**src/rtl/srq_pkg.sv**
```systemverilog
// ----------------------------------------------------------------------------
// srq_pkg
// Shared types and constants for the slot ring queue with bad-slot skipping.
// ----------------------------------------------------------------------------
package srq_pkg;

    // Ring geometry
    localparam int SLOTS      = 64;
    localparam int SLOT_BYTES = 64;
    localparam int HDR_BYTES  = 5;
    localparam int SLOT_W     = $clog2(SLOTS);

    // Field widths
    localparam int BAD_W  = 6;
    localparam int IDX_W  = 6;
    localparam int ADDR_W = 12;
    localparam int BYTE_W = 8;
    localparam int CNT_W  = 7;
    localparam int OVF_W  = 8;
    localparam int TOT_W  = 16;
    localparam int DESC_W = 2 * BYTE_W;

    localparam logic [CNT_W-1:0]  CNT_SAT      = '1;
    localparam logic [BYTE_W-1:0] MAX_PAY_RST  = 8'd58;

    typedef enum logic [1:0] {
        CMD_ENQ   = 2'd0,
        CMD_DEQ   = 2'd1,
        CMD_MARK  = 2'd2,
        CMD_RESET = 2'd3
    } cmd_t;

    typedef enum logic [1:0] {
        FLAG_FREE = 2'd0,
        FLAG_USED = 2'd1,
        FLAG_BAD  = 2'd2
    } flag_t;

    typedef enum logic [2:0] {
        STS_OK       = 3'd0,
        STS_BAD_LEN  = 3'd1,
        STS_FULL     = 3'd2,
        STS_BUSY     = 3'd3,
        STS_EMPTY    = 3'd4,
        STS_FREE     = 3'd5,
        STS_ALL_BAD  = 3'd6
    } status_t;

    // Write port of the flag memory
    typedef struct packed {
        logic              we;
        logic [SLOT_W-1:0] addr;
        flag_t             data;
    } flag_wr_t;

    // Write port of the descriptor memory
    typedef struct packed {
        logic              we;
        logic [SLOT_W-1:0] addr;
        logic [DESC_W-1:0] data;
    } desc_wr_t;

    // Ring successor of a slot
    function automatic logic [SLOT_W-1:0] next_slot(input logic [SLOT_W-1:0] s);
        logic [SLOT_W-1:0] r;
        r = (s == SLOT_W'(SLOTS - 1)) ? '0 : s + 1'b1;
        return r;
    endfunction

    // Payload address of a slot: past the slot header
    function automatic logic [ADDR_W-1:0] slot_addr(input logic [SLOT_W-1:0] s);
        int unsigned a;
        a = int'(s) * SLOT_BYTES + HDR_BYTES;
        return a[ADDR_W-1:0];
    endfunction

endpackage

```
**src/rtl/srq_flag_ram.sv**
```systemverilog
// ----------------------------------------------------------------------------
// srq_flag_ram
// Slot flag memory: one write and one registered read per cycle. A per-entry
// valid bit, cleared by reset, makes an unwritten entry read as free.
// ----------------------------------------------------------------------------
module srq_flag_ram
    import srq_pkg::*;
(
    input  logic              clk,
    input  logic              rst_n,
    input  flag_wr_t          wr,
    input  logic              rd_en,
    input  logic [SLOT_W-1:0] rd_addr,
    output flag_t             rd_data
);

    flag_t            flag_mem [SLOTS];
    logic [SLOTS-1:0] vld_reg;
    flag_t            rd_data_reg;

    // Valid bits
    always_ff @(posedge clk or negedge rst_n)
    begin
        if (!rst_n)
        begin
            vld_reg <= '0;
        end
        else if (wr.we)
        begin
            vld_reg[wr.addr] <= 1'b1;
        end
    end

    // Array write and registered read
    always_ff @(posedge clk)
    begin
        if (wr.we)
        begin
            flag_mem[wr.addr] <= wr.data;
        end
        if (rd_en)
        begin
            rd_data_reg <= vld_reg[rd_addr] ? flag_mem[rd_addr] : FLAG_FREE;
        end
    end

    assign rd_data = rd_data_reg;

endmodule

```
**src/rtl/srq_desc_ram.sv**
```systemverilog
// ----------------------------------------------------------------------------
// srq_desc_ram
// Slot descriptor memory holding length and type: one write and one
// registered read per cycle, contents undefined until written.
// ----------------------------------------------------------------------------
module srq_desc_ram
    import srq_pkg::*;
(
    input  logic              clk,
    input  desc_wr_t          wr,
    input  logic              rd_en,
    input  logic [SLOT_W-1:0] rd_addr,
    output logic [DESC_W-1:0] rd_data
);

    logic [DESC_W-1:0] desc_mem [SLOTS];
    logic [DESC_W-1:0] rd_data_reg;

    // Array write and registered read
    always_ff @(posedge clk)
    begin
        if (wr.we)
        begin
            desc_mem[wr.addr] <= wr.data;
        end
        if (rd_en)
        begin
            rd_data_reg <= desc_mem[rd_addr];
        end
    end

    assign rd_data = rd_data_reg;

endmodule

```
**src/rtl/slot_ring_queue_bad_skip.sv**
```systemverilog
// ----------------------------------------------------------------------------
// slot_ring_queue_bad_skip
// Ring queue over fixed slots with bad-slot skipping and running counters.
// ----------------------------------------------------------------------------
// One command is handled at a time. Enqueue and dequeue pass through accept,
// flag read, check and result load; every bad slot walked over adds another
// flag read and check, because each step of the walk waits on the registered
// read of the flag memory; a walk visits at most 64 slots. Rejected
// enqueue/dequeue, mark-bad and reset-queue go from accept straight to result
// load. Result load waits until the output register is free.
// A new command is taken as soon as the previous one has loaded its result
// into the output register, so a result waiting on out_ready does not block
// the input until the next result is ready to be loaded.
// ----------------------------------------------------------------------------
module slot_ring_queue_bad_skip
    import srq_pkg::*;
(
    input  logic              clk,
    input  logic              rst_n,
    // configuration
    input  logic              cfg_we,
    input  logic [BYTE_W-1:0] cfg_wdata,
    // command channel
    input  logic              in_valid,
    output logic              in_ready,
    input  logic [1:0]        cmd,
    input  logic [BYTE_W-1:0] payload_length,
    input  logic [BYTE_W-1:0] payload_type,
    input  logic [BAD_W-1:0]  bad_slot,
    // result channel
    output logic              out_valid,
    input  logic              out_ready,
    output logic [2:0]        status,
    output logic [IDX_W-1:0]  slot_index,
    output logic [ADDR_W-1:0] data_address,
    output logic [BYTE_W-1:0] item_length,
    output logic [BYTE_W-1:0] item_type,
    output logic [CNT_W-1:0]  count_current,
    output logic [CNT_W-1:0]  count_max,
    output logic [OVF_W-1:0]  count_overflow,
    output logic [TOT_W-1:0]  count_queued,
    output logic [TOT_W-1:0]  count_dequeued
);

    typedef enum logic [1:0] {
        S_IDLE,
        S_READ,
        S_CHECK,
        S_FINISH
    } state_t;

    state_t             state_reg, state_next;
    cmd_t               cmd_reg, cmd_next;
    logic [BYTE_W-1:0]  len_reg, len_next;
    logic [BYTE_W-1:0]  typ_reg, typ_next;
    logic [BAD_W-1:0]   bad_reg, bad_next;
    logic [SLOT_W-1:0]  ptr_reg, ptr_next;
    logic [SLOT_W-1:0]  walk_reg, walk_next;

    logic [SLOT_W-1:0]  wr_ptr_reg, wr_ptr_next;
    logic [SLOT_W-1:0]  rd_ptr_reg, rd_ptr_next;
    logic [CNT_W-1:0]   held_reg, held_next;
    logic [CNT_W-1:0]   peak_reg, peak_next;
    logic [OVF_W-1:0]   full_reg, full_next;
    logic [TOT_W-1:0]   enq_reg, enq_next;
    logic [TOT_W-1:0]   deq_reg, deq_next;
    logic [BYTE_W-1:0]  max_pay_reg, max_pay_next;

    status_t            res_sts_reg, res_sts_next;
    logic [IDX_W-1:0]   res_slot_reg, res_slot_next;
    logic [ADDR_W-1:0]  res_addr_reg, res_addr_next;
    logic [BYTE_W-1:0]  res_len_reg, res_len_next;
    logic [BYTE_W-1:0]  res_typ_reg, res_typ_next;

    logic               out_valid_reg, out_valid_next;
    status_t            sts_out_reg, sts_out_next;
    logic [IDX_W-1:0]   slot_out_reg, slot_out_next;
    logic [ADDR_W-1:0]  addr_out_reg, addr_out_next;
    logic [BYTE_W-1:0]  len_out_reg, len_out_next;
    logic [BYTE_W-1:0]  typ_out_reg, typ_out_next;
    logic [CNT_W-1:0]   cur_out_reg, cur_out_next;
    logic [CNT_W-1:0]   max_out_reg, max_out_next;
    logic [OVF_W-1:0]   ovf_out_reg, ovf_out_next;
    logic [TOT_W-1:0]   enq_out_reg, enq_out_next;
    logic [TOT_W-1:0]   deq_out_reg, deq_out_next;

    flag_wr_t           flag_wr;
    desc_wr_t           desc_wr;
    logic               mem_rd_en;
    flag_t              flag_rd;
    logic [DESC_W-1:0]  desc_rd;

    logic               out_free;
    logic [SLOT_W-1:0]  ptr_adv;
    logic [CNT_W-1:0]   held_inc;
    logic               mark_ok;
    logic               commit;

    // Memories
    srq_flag_ram u_flag_ram (
        .clk     (clk),
        .rst_n   (rst_n),
        .wr      (flag_wr),
        .rd_en   (mem_rd_en),
        .rd_addr (ptr_reg),
        .rd_data (flag_rd)
    );

    srq_desc_ram u_desc_ram (
        .clk     (clk),
        .wr      (desc_wr),
        .rd_en   (mem_rd_en),
        .rd_addr (ptr_reg),
        .rd_data (desc_rd)
    );

    // Handshake and helpers
    assign in_ready  = (state_reg == S_IDLE);
    assign mem_rd_en = (state_reg == S_READ);
    assign out_free  = !out_valid_reg || out_ready;
    assign ptr_adv   = next_slot(ptr_reg);
    assign held_inc  = (held_reg == CNT_SAT) ? held_reg : held_reg + 1'b1;
    assign mark_ok   = (32'(bad_reg) < SLOTS);
    assign commit    = (state_reg == S_FINISH) && out_free;

    // Write-back at result load
    always_comb
    begin
        flag_wr.we   = 1'b0;
        flag_wr.addr = ptr_reg;
        flag_wr.data = FLAG_FREE;
        desc_wr.we   = 1'b0;
        desc_wr.addr = ptr_reg;
        desc_wr.data = {len_reg, typ_reg};
        if (commit)
        begin
            case (cmd_reg)
                CMD_ENQ:
                begin
                    flag_wr.we   = (res_sts_reg == STS_OK);
                    flag_wr.data = FLAG_USED;
                    desc_wr.we   = (res_sts_reg == STS_OK);
                end
                CMD_DEQ:
                begin
                    flag_wr.we   = (res_sts_reg == STS_OK);
                    flag_wr.data = FLAG_FREE;
                end
                CMD_MARK:
                begin
                    flag_wr.we   = mark_ok;
                    flag_wr.addr = SLOT_W'(bad_reg);
                    flag_wr.data = FLAG_BAD;
                end
                default:
                begin
                    flag_wr.we = 1'b0;
                end
            endcase
        end
    end

    // Command sequencer
    always_comb
    begin
        state_next    = state_reg;
        cmd_next      = cmd_reg;
        len_next      = len_reg;
        typ_next      = typ_reg;
        bad_next      = bad_reg;
        ptr_next      = ptr_reg;
        walk_next     = walk_reg;
        wr_ptr_next   = wr_ptr_reg;
        rd_ptr_next   = rd_ptr_reg;
        held_next     = held_reg;
        peak_next     = peak_reg;
        full_next     = full_reg;
        enq_next      = enq_reg;
        deq_next      = deq_reg;
        max_pay_next  = cfg_we ? cfg_wdata : max_pay_reg;
        res_sts_next  = res_sts_reg;
        res_slot_next = res_slot_reg;
        res_addr_next = res_addr_reg;
        res_len_next  = res_len_reg;
        res_typ_next  = res_typ_reg;

        out_valid_next = (out_valid_reg && out_ready) ? 1'b0 : out_valid_reg;
        sts_out_next   = sts_out_reg;
        slot_out_next  = slot_out_reg;
        addr_out_next  = addr_out_reg;
        len_out_next   = len_out_reg;
        typ_out_next   = typ_out_reg;
        cur_out_next   = cur_out_reg;
        max_out_next   = max_out_reg;
        ovf_out_next   = ovf_out_reg;
        enq_out_next   = enq_out_reg;
        deq_out_next   = deq_out_reg;

        case (state_reg)
            S_IDLE:
            begin
                if (in_valid)
                begin
                    cmd_next      = cmd_t'(cmd);
                    len_next      = payload_length;
                    typ_next      = payload_type;
                    bad_next      = bad_slot;
                    walk_next     = '0;
                    res_sts_next  = STS_OK;
                    res_slot_next = '0;
                    res_addr_next = '0;
                    res_len_next  = '0;
                    res_typ_next  = '0;
                    state_next    = S_FINISH;
                    case (cmd_t'(cmd))
                        CMD_ENQ:
                        begin
                            if (payload_length == '0 || payload_length > max_pay_reg)
                            begin
                                res_sts_next = STS_BAD_LEN;
                            end
                            else if (wr_ptr_reg == rd_ptr_reg && held_reg != '0)
                            begin
                                full_next    = full_reg + 1'b1;
                                res_sts_next = STS_FULL;
                            end
                            else
                            begin
                                ptr_next   = wr_ptr_reg;
                                state_next = S_READ;
                            end
                        end
                        CMD_DEQ:
                        begin
                            if (rd_ptr_reg == wr_ptr_reg && held_reg == '0)
                            begin
                                res_sts_next = STS_EMPTY;
                            end
                            else
                            begin
                                ptr_next   = rd_ptr_reg;
                                state_next = S_READ;
                            end
                        end
                        CMD_MARK:
                        begin
                            if (32'(bad_slot) < SLOTS)
                            begin
                                res_slot_next = IDX_W'(bad_slot);
                            end
                        end
                        default:
                        begin
                            wr_ptr_next = '0;
                            rd_ptr_next = '0;
                            held_next   = '0;
                            peak_next   = '0;
                            full_next   = '0;
                            enq_next    = '0;
                            deq_next    = '0;
                        end
                    endcase
                end
            end

            S_READ:
            begin
                state_next = S_CHECK;
            end

            S_CHECK:
            begin
                state_next = S_FINISH;
                if (flag_rd == FLAG_BAD)
                begin
                    // walk on, or give up after a whole lap
                    if (walk_reg == SLOT_W'(SLOTS - 1))
                    begin
                        res_sts_next  = STS_ALL_BAD;
                        res_slot_next = IDX_W'(ptr_adv);
                        if (cmd_reg == CMD_ENQ)
                        begin
                            wr_ptr_next = ptr_adv;
                        end
                        else
                        begin
                            rd_ptr_next = ptr_adv;
                        end
                    end
                    else
                    begin
                        ptr_next   = ptr_adv;
                        walk_next  = walk_reg + 1'b1;
                        state_next = S_READ;
                    end
                end
                else
                begin
                    res_slot_next = IDX_W'(ptr_reg);
                    if (cmd_reg == CMD_ENQ)
                    begin
                        if (flag_rd == FLAG_USED)
                        begin
                            res_sts_next = STS_BUSY;
                            wr_ptr_next  = ptr_reg;
                        end
                        else
                        begin
                            res_sts_next  = STS_OK;
                            res_addr_next = slot_addr(ptr_reg);
                            res_len_next  = len_reg;
                            held_next     = held_inc;
                            peak_next     = (held_inc > peak_reg) ? held_inc : peak_reg;
                            enq_next      = enq_reg + 1'b1;
                            wr_ptr_next   = ptr_adv;
                        end
                    end
                    else
                    begin
                        if (flag_rd != FLAG_USED)
                        begin
                            res_sts_next = STS_FREE;
                            rd_ptr_next  = ptr_reg;
                        end
                        else
                        begin
                            res_sts_next  = STS_OK;
                            res_addr_next = slot_addr(ptr_reg);
                            res_len_next  = desc_rd[DESC_W-1:BYTE_W];
                            res_typ_next  = desc_rd[BYTE_W-1:0];
                            held_next     = (held_reg == '0) ? held_reg : held_reg - 1'b1;
                            deq_next      = deq_reg + 1'b1;
                            rd_ptr_next   = ptr_adv;
                        end
                    end
                end
            end

            S_FINISH:
            begin
                if (out_free)
                begin
                    out_valid_next = 1'b1;
                    sts_out_next   = res_sts_reg;
                    slot_out_next  = res_slot_reg;
                    addr_out_next  = res_addr_reg;
                    len_out_next   = res_len_reg;
                    typ_out_next   = res_typ_reg;
                    cur_out_next   = held_reg;
                    max_out_next   = peak_reg;
                    ovf_out_next   = full_reg;
                    enq_out_next   = enq_reg;
                    deq_out_next   = deq_reg;
                    state_next     = S_IDLE;
                end
            end

            default:
            begin
                state_next = S_IDLE;
            end
        endcase
    end

    // State and registered outputs
    always_ff @(posedge clk or negedge rst_n)
    begin
        if (!rst_n)
        begin
            state_reg     <= S_IDLE;
            cmd_reg       <= CMD_ENQ;
            len_reg       <= '0;
            typ_reg       <= '0;
            bad_reg       <= '0;
            ptr_reg       <= '0;
            walk_reg      <= '0;
            wr_ptr_reg    <= '0;
            rd_ptr_reg    <= '0;
            held_reg      <= '0;
            peak_reg      <= '0;
            full_reg      <= '0;
            enq_reg       <= '0;
            deq_reg       <= '0;
            max_pay_reg   <= MAX_PAY_RST;
            res_sts_reg   <= STS_OK;
            res_slot_reg  <= '0;
            res_addr_reg  <= '0;
            res_len_reg   <= '0;
            res_typ_reg   <= '0;
            out_valid_reg <= 1'b0;
            sts_out_reg   <= STS_OK;
            slot_out_reg  <= '0;
            addr_out_reg  <= '0;
            len_out_reg   <= '0;
            typ_out_reg   <= '0;
            cur_out_reg   <= '0;
            max_out_reg   <= '0;
            ovf_out_reg   <= '0;
            enq_out_reg   <= '0;
            deq_out_reg   <= '0;
        end
        else
        begin
            state_reg     <= state_next;
            cmd_reg       <= cmd_next;
            len_reg       <= len_next;
            typ_reg       <= typ_next;
            bad_reg       <= bad_next;
            ptr_reg       <= ptr_next;
            walk_reg      <= walk_next;
            wr_ptr_reg    <= wr_ptr_next;
            rd_ptr_reg    <= rd_ptr_next;
            held_reg      <= held_next;
            peak_reg      <= peak_next;
            full_reg      <= full_next;
            enq_reg       <= enq_next;
            deq_reg       <= deq_next;
            max_pay_reg   <= max_pay_next;
            res_sts_reg   <= res_sts_next;
            res_slot_reg  <= res_slot_next;
            res_addr_reg  <= res_addr_next;
            res_len_reg   <= res_len_next;
            res_typ_reg   <= res_typ_next;
            out_valid_reg <= out_valid_next;
            sts_out_reg   <= sts_out_next;
            slot_out_reg  <= slot_out_next;
            addr_out_reg  <= addr_out_next;
            len_out_reg   <= len_out_next;
            typ_out_reg   <= typ_out_next;
            cur_out_reg   <= cur_out_next;
            max_out_reg   <= max_out_next;
            ovf_out_reg   <= ovf_out_next;
            enq_out_reg   <= enq_out_next;
            deq_out_reg   <= deq_out_next;
        end
    end

    // Output beat
    assign out_valid      = out_valid_reg;
    assign status         = sts_out_reg;
    assign slot_index     = slot_out_reg;
    assign data_address   = addr_out_reg;
    assign item_length    = len_out_reg;
    assign item_type      = typ_out_reg;
    assign count_current  = cur_out_reg;
    assign count_max      = max_out_reg;
    assign count_overflow = ovf_out_reg;
    assign count_queued   = enq_out_reg;
    assign count_dequeued = deq_out_reg;

    // Checks
    a_peak_covers_held: assert property (@(posedge clk) disable iff (!rst_n)
        peak_reg >= held_reg)
        else $error("peak count below held count");

    a_beat_from_finish: assert property (@(posedge clk) disable iff (!rst_n)
        $rose(out_valid_reg) |-> $past(state_reg == S_FINISH))
        else $error("result beat loaded outside finish");

    a_check_exits: assert property (@(posedge clk) disable iff (!rst_n)
        state_reg == S_CHECK |=> state_reg == S_READ || state_reg == S_FINISH)
        else $error("bad exit from check");

    a_no_rw_overlap: assert property (@(posedge clk) disable iff (!rst_n)
        !(flag_wr.we && mem_rd_en))
        else $error("flag write during walk read");

endmodule
```
**config.mk**
```make
export PLATFORM = sky130hd
export DESIGN_NAME = slot_ring_queue_bad_skip
export DESIGN_NICKNAME = d
export VERILOG_FILES = /design/src/rtl/srq_pkg.sv /design/src/rtl/srq_flag_ram.sv /design/src/rtl/srq_desc_ram.sv /design/src/rtl/slot_ring_queue_bad_skip.sv
export SDC_FILE = /design/constraint.sdc
export NUM_CORES = 2
export LEC_CHECK = 0
export BUFFER_PORTS_ARGS = -buffer_cell sky130_fd_sc_hd__buf_4
export CAP_MARGIN = 5
export CORE_ASPECT_RATIO = 1.1
export CORE_MARGIN = 2
export CORE_UTILIZATION = 60
export CTS_CLUSTER_DIAMETER = 60
export DETAILED_ROUTE_END_ITERATION = 8
export PLACE_DENSITY = 0.83
export SYNTH_ARGS = -nofsm -noshare
export SYNTH_HDL_FRONTEND = slang
export SYNTH_SLANG_ARGS = --single-unit
```
**constraint.sdc**
```tcl
create_clock -name clk -period 6.65 [get_ports clk]
set_input_delay 0 -clock clk [delete_from_list [all_inputs] [get_ports clk]]
set_output_delay 0 -clock clk [all_outputs]
set_load 0.005 [all_outputs]
```
==> After elaboration in Yosys (flattened, before gate mapping) <==
Memories as Yosys holds them, arrays and structs flattened. A register that Yosys moved wholly into a read port is not among the register bits.
Index checks and enable logic that the tools add are counted.
{ "op_classes": {"addsub": 8, "magnitude_cmp": 5, "n_eq_ne": 40, "muxes": 112, "bitwise_logic": 2, "n_reduce_logical": 35} }
{ "op_table": {"columns": ["op", "count"], "rows": [
  ["two-way mux 6 bit", 27],
  ["two-way mux 16 bit", 8],
  ["two-way mux 7 bit", 12],
  ["two-way mux 8 bit", 10],
  ["case mux 6 bit (2 select lines)", 6],
  ["bitwise OR 64 bit", 1],
  ["case mux 16 bit (2 select lines)", 2],
  ["two-way mux 12 bit", 5],
  ["case mux 8 bit (2 select lines)", 3],
  ["inequality test 3 bit, second input constant", 11],
  ["adder 16 x 1 -> 16 bit, second input constant", 2],
  ["case mux 7 bit (2 select lines)", 2],
  ["inequality test 2 bit, second input constant", 13],
  ["case mux 12 bit (2 select lines)", 1],
  ["AND reduction 6 bit", 4],
  ["two-way mux 2 bit", 10],
  ["two-way mux 3 bit", 6],
  ["AND reduction 5 bit", 3],
  ["< comparator 6 x 7 -> 1 bit, second input constant", 2],
  ["AND reduction 7 bit", 2],
  ["adder 12 x 3 -> 12 bit, second input constant", 1],
  ["adder 6 x 1 -> 6 bit, second input constant", 2],
  ["equality test 6 bit", 2],
  ["equality test 6 bit, second input constant", 2],
  ["35 further kinds", 65]
]} }
{ "totals": {"regBits": 305, "ram_bits": 1152, "input_bits": 37, "out_inout_bits": 93, "n_memories": 2} }
{ "memory_table": {"columns": ["memory", "words", "word_bits", "rd", "rd_ports_with_merged_regs", "wr", "line_no", "source"], "rows": [
  ["u_desc_ram.desc_mem", 64, 16, 1, 1, 1, "srq_desc_ram.sv:16", "logic [DESC_W-1:0] desc_mem [SLOTS];"],
  ["u_flag_ram.flag_mem", 64, 2, 1, 1, 1, "srq_flag_ram.sv:17", "flag_t flag_mem [SLOTS];"]
]} }

==> Logic depth before layout (Yosys ltp) <==
{ "depth": {"word_depth": 9, "ltp_mapped": 13, "mapped_depth_nobuf": 12} }

==> Cells and area by module <==
Synthesis repeated with hierarchy kept, for this count alone.
{ "unflattened": {"cells_unflattened": 3545, "area_unflattened_um2": 59111.7} }
{ "by_module_without_submodules": {"columns": ["mod", "n_inst", "cells_each", "area_each_um2"], "rows": [
  ["srq_desc_ram", 1, 1820, 40138.5],
  ["slot_ring_queue_bad_skip", 1, 1252, 11116.9],
  ["srq_flag_ram", 1, 473, 7856.3]
]} }

==> Least setup slack after synthesis <==
Ideal clock, no wire load.
{ "synth_path": {"path_type": "reg2reg", "startpoint": "register cmd_reg[1]", "endpoint": "memory u_desc_ram.desc_mem[0][0] in the netlist's numbering (enable)", "setup_ns": 0.388, "arrival_ns": 4.694, "path_slack_ns": 1.568, "path_stages_with_launch": 7, "path_cell_list": "dfrtp_1 > or2_1 > buf_6 > nor3_1 > and3_1 > nand2_1 > nor2_1"} }
{ "synth_between": {"elab_chain_cells": 5} }
{ "synth_rtl": {"columns": ["item", "line_no", "source"], "rows": [
  ["start: declaration", "slot_ring_queue_bad_skip.sv:53", "cmd_t cmd_reg, cmd_next;"],
  ["start signal: assignment", "slot_ring_queue_bad_skip.sv:405", "cmd_reg <= cmd_next;"],
  ["zero test 2 bit", "slot_ring_queue_bad_skip.sv:137", "case (cmd_reg)"],
  ["two-way mux 1 bit", "slot_ring_queue_bad_skip.sv:137", null],
  ["two-way mux 1 bit", "slot_ring_queue_bad_skip.sv:135", "if (commit)"],
  ["two-way mux 1 bit", "srq_desc_ram.sv:22", "if (wr.we)"],
  ["two-way mux 1 bit (implied by the code)", "srq_desc_ram.sv:24", "desc_mem[wr.addr] <= wr.data;"],
  ["end: declaration", "srq_desc_ram.sv:16", null]
]} }
No other way between the ends.

==> metrics.yaml <==
run_status:
  outcome: "finished, violations left"
  violations: "slew limit"
floorplanning:
  die_h_um: 334
  ios: 130
  floorplan.die_area_mm2: 0.101
  core_area_mm2: 0.0976
  start_util_pct: 60.7
  placementRows: 120
  die_width_um: 304
clocking:
  clockBufferDepth: 3
  clock-sinks: 1465
  htree_levels: 4
  post-cts-setup-buffer-count: 0
  cts_inserted_buffers: 139
  clk_pin_slew_worst_paths_ns: 0.07
  clockRootBuffer: "clkbuf_16"
  cts_resized: 0
  cts_tree: "yes"
  insertion_delay_ns: 0.77
logic_synthesis:
  synth_top_area_share_pct: 59.3
  syn_avg_cell_area_um2: 16.0
  synth_area_leaders: "edfxtp_1 (59%), dfrtp_1 (12%), mux4_2 (4.9%)"
  syn_inst: 3698
  dominantRegCellSynth: "edfxtp_1"
  synth_seq_cells: 1465
  synth_area_mm2: 0.0593
  synth_edf_count: 1170
  ys_warn_count: 0
  synth_cell_types: 87
  ys_seq_area_share_pct: 71.7
  yosysTopAreaCell: "edfxtp_1"
  async_flop_share_pct: 20.1
routing:
  wl_per_cell_um: 31.7
  via_per_inst: 7.05
  dr.pass1.iters: 9
  wl_mm: 170
  vias: 37800
  drt_iter0_drc: 6331
  ant_nets: 0
  drc: 0
setup_path:
  crit_fanout: 51
  end_kind: "flop"
  cp_slowest_cell: "a221oi_1"
  cp.arrival_ns: 5.03
  max_stage_delay_ns: 1.30
  path_cells: "inv_2, buf_4, nand2_1, nor2_1, a221oi_1, o221ai_1, nand4b_1"
  crit_required_ns: 7.13
  path_class: "flop to flop"
  start_kind: "flop"
timing:
  max_freq_mhz: 220
  relSlewSlack_pct: -14.2
  fin_setup_tns_ns: 0
  period_needed_ns: 4.55
  tightest_slew_ns: 1.71
  rsz0062_at_grt: "no"
  setup_viol: 0
  slew_violations: 1
  hold_viol_final: 0
  skew_ns: 0.0351
  final.period_utilization_pct: 68.4
pwr:
  power_density_mw_per_mm2: 438
  p_int_uw: 19000
  ir_worst_vdd_mv: 0.399
  pwr-share-clk_pct: 27.2
  swShare_pct: 35.6
  pwr-share-seq_pct: 40.9
  power.total_uw: 29500
  leakage_uw: 0.0241
  netSwitchingPower_uw: 10500
  pwr-share-comb_pct: 31.9
layout:
  layout_commonest_cell: "edfxtp_1"
  fill_cells: 5741
  mostFrequentLayoutCells: "edfxtp_1 (1170), nor2_1 (281), dfrtp_1 (272)"
  largest_reg_flops: 1024
  drive_above_1_share_pct: 21.1
  num-nets-final: 4031
  synthToLayoutAreaGrowth_pct: 13.6
global_route:
  grt_start_max_net_pins: 130
  grt_pass1_wl_mm: 248
  track_usage_pct: 33.5
  grt_pass1_vias: 37500
  grt_overflow: 0
  antenna_found_initial: 12
place:
  routabilityCongestion: 0.944
  dp_hpwl_mm: 95.2
  io_buffers: 125
hold_path:
  min_path_type: "primary input to flop"
job:
  cap_violations: 0
-- per-stage QoR --
stage	instance area (µm²)	setup WS (ns)	util, %	cells	hold slack (ns)
after floorplan	59300	1.57	-	3701	-0.296
after global placement	61900	2.76	63.4	5018	0.126
after detailed placement	61900	2.76	63.4	5018	0.128
after CTS	67300	2.74	69.0	5363	0.0615
after global routing	67300	2.26	69.0	5363	0.116
final	67300	2.10	69.0	5367	0.123
-- critical path: cells and delay by family (launching register included) --
kind | cells | cell delay (ns)
and+or+nand+nor | 3 | 0.63
DFF | 1 | 0.97
AOI/OAI and AO/OA | 2 | 1.59
buffers and inverters | 2 | 1.02
-- final timing paths --
path,end,slack [ns],cells after the start,startpoint
max reg2reg,u_desc_ram.rd_data[3],2.10,7,ptr_reg[2]
min,bad_reg[2],0.12,4,bad_slot[2]
min reg2reg,u_flag_ram.vld_reg[16],0.46,1,u_flag_ram.vld_reg[16]
max in group asynchronous,typ_reg[5],5.32,4,rst_n
min in group asynchronous,count_max[6],0.46,4,rst_n
max,u_desc_ram.rd_data[3],2.10,7,ptr_reg[2]
-- cells by family (layout without fill, tap and decap cells) --
family | count (synthesis) | after routing | synth area share [%]
DFF | 1465 | 1465 | 71.7
and+or+nand+nor | 786 | 786 | 6.06
AOI/OAI and AO/OA | 657 | 657 | 7.93
muxes | 456 | 456 | 10.8
buffers and inverters | 265 | 646 | 2.25
xor gates and xnor gates | 39 | 39 | 0.576
adders and majority gates | 29 | 29 | 0.612
other | 1 | 8 | 0.00633
-- synth_stat cells, types with 8 or more instances --
cell,count
a31oi_1,21
nor4_1,8
buf_1,25
and2_1,10
nor3_1,22
o21ai_0,115
a22o_1,26
o221ai_1,15
mux2_2,166
inv_1,34
nand2b_1,13
mux4_2,130
a22oi_1,62
clkbuf_1,75
and3_1,17
o21bai_1,19
nand3_1,60
nor2_1,285
edfxtp_1,1170
o22ai_1,59
o2bb2ai_1,21
xnor2_1,21
o31ai_1,16
dfrtp_1,291
nand4_1,13
mux2i_1,155
or2_2,25
nand2_1,247
buf_6,19
a211oi_1,10
or2_1,25
ha_1,29
a221oi_1,122
a21oi_1,93
a221o_1,18
or3_1,8
nor2b_1,17
xor2_1,18
buf_2,83
buf_4,25
or4_1,10
-- power by group through the flow --
stage	registers, µW	clock network, µW	logic [µW]
6_report	12100	8010	9400
5_1_grt	12100	8360	9650
4_1_cts	12000	8020	8940
3_5_place_dp	12200	0	8730
3_3_place_gp	12200	0	8500
2_1_floorplan	12300	0	5300
-- per-layer routing --
| layer | vias up | part of all wire (%) | GRT usage (%) | routed length, µm |
|---|---|---|---|---|
| li1 | 15000 | - | - | - |
| met1 | 18500 | 32 | 41.0 | 55200 |
| met2 | 3406 | 46 | 51.9 | 77800 |
| met3 | 899 | 14 | 10.4 | 23600 |
| met4 | 12 | 7.9 | 21.8 | 13500 |
| met5 | - | 0.055 | 0 | 94 |
-- final cells by class --
type	count	area [µm²]	share of cell area (%)
Multi-Input combinational cell	1971	15500	23.0
Tap cell	1281	1600	2.38
Clock buffer	181	3740	5.55
Timing Repair Buffer	350	2930	4.36
Inverter	38	146	0.217
Clock inverter	77	841	1.25
Antenna cell	4	10.0	0.0149
Sequential cell	1465	42600	63.2
-- repair_timing --
| item | 4_1_cts | 5_1_grt |
|---|---|---|
| hold buffers | 87 | 0 |
| endpoints found under the setup margin | 0 | 0 |
| hold endpoints to repair | 155 | 0 |
(Power assumes the default switching activity.)
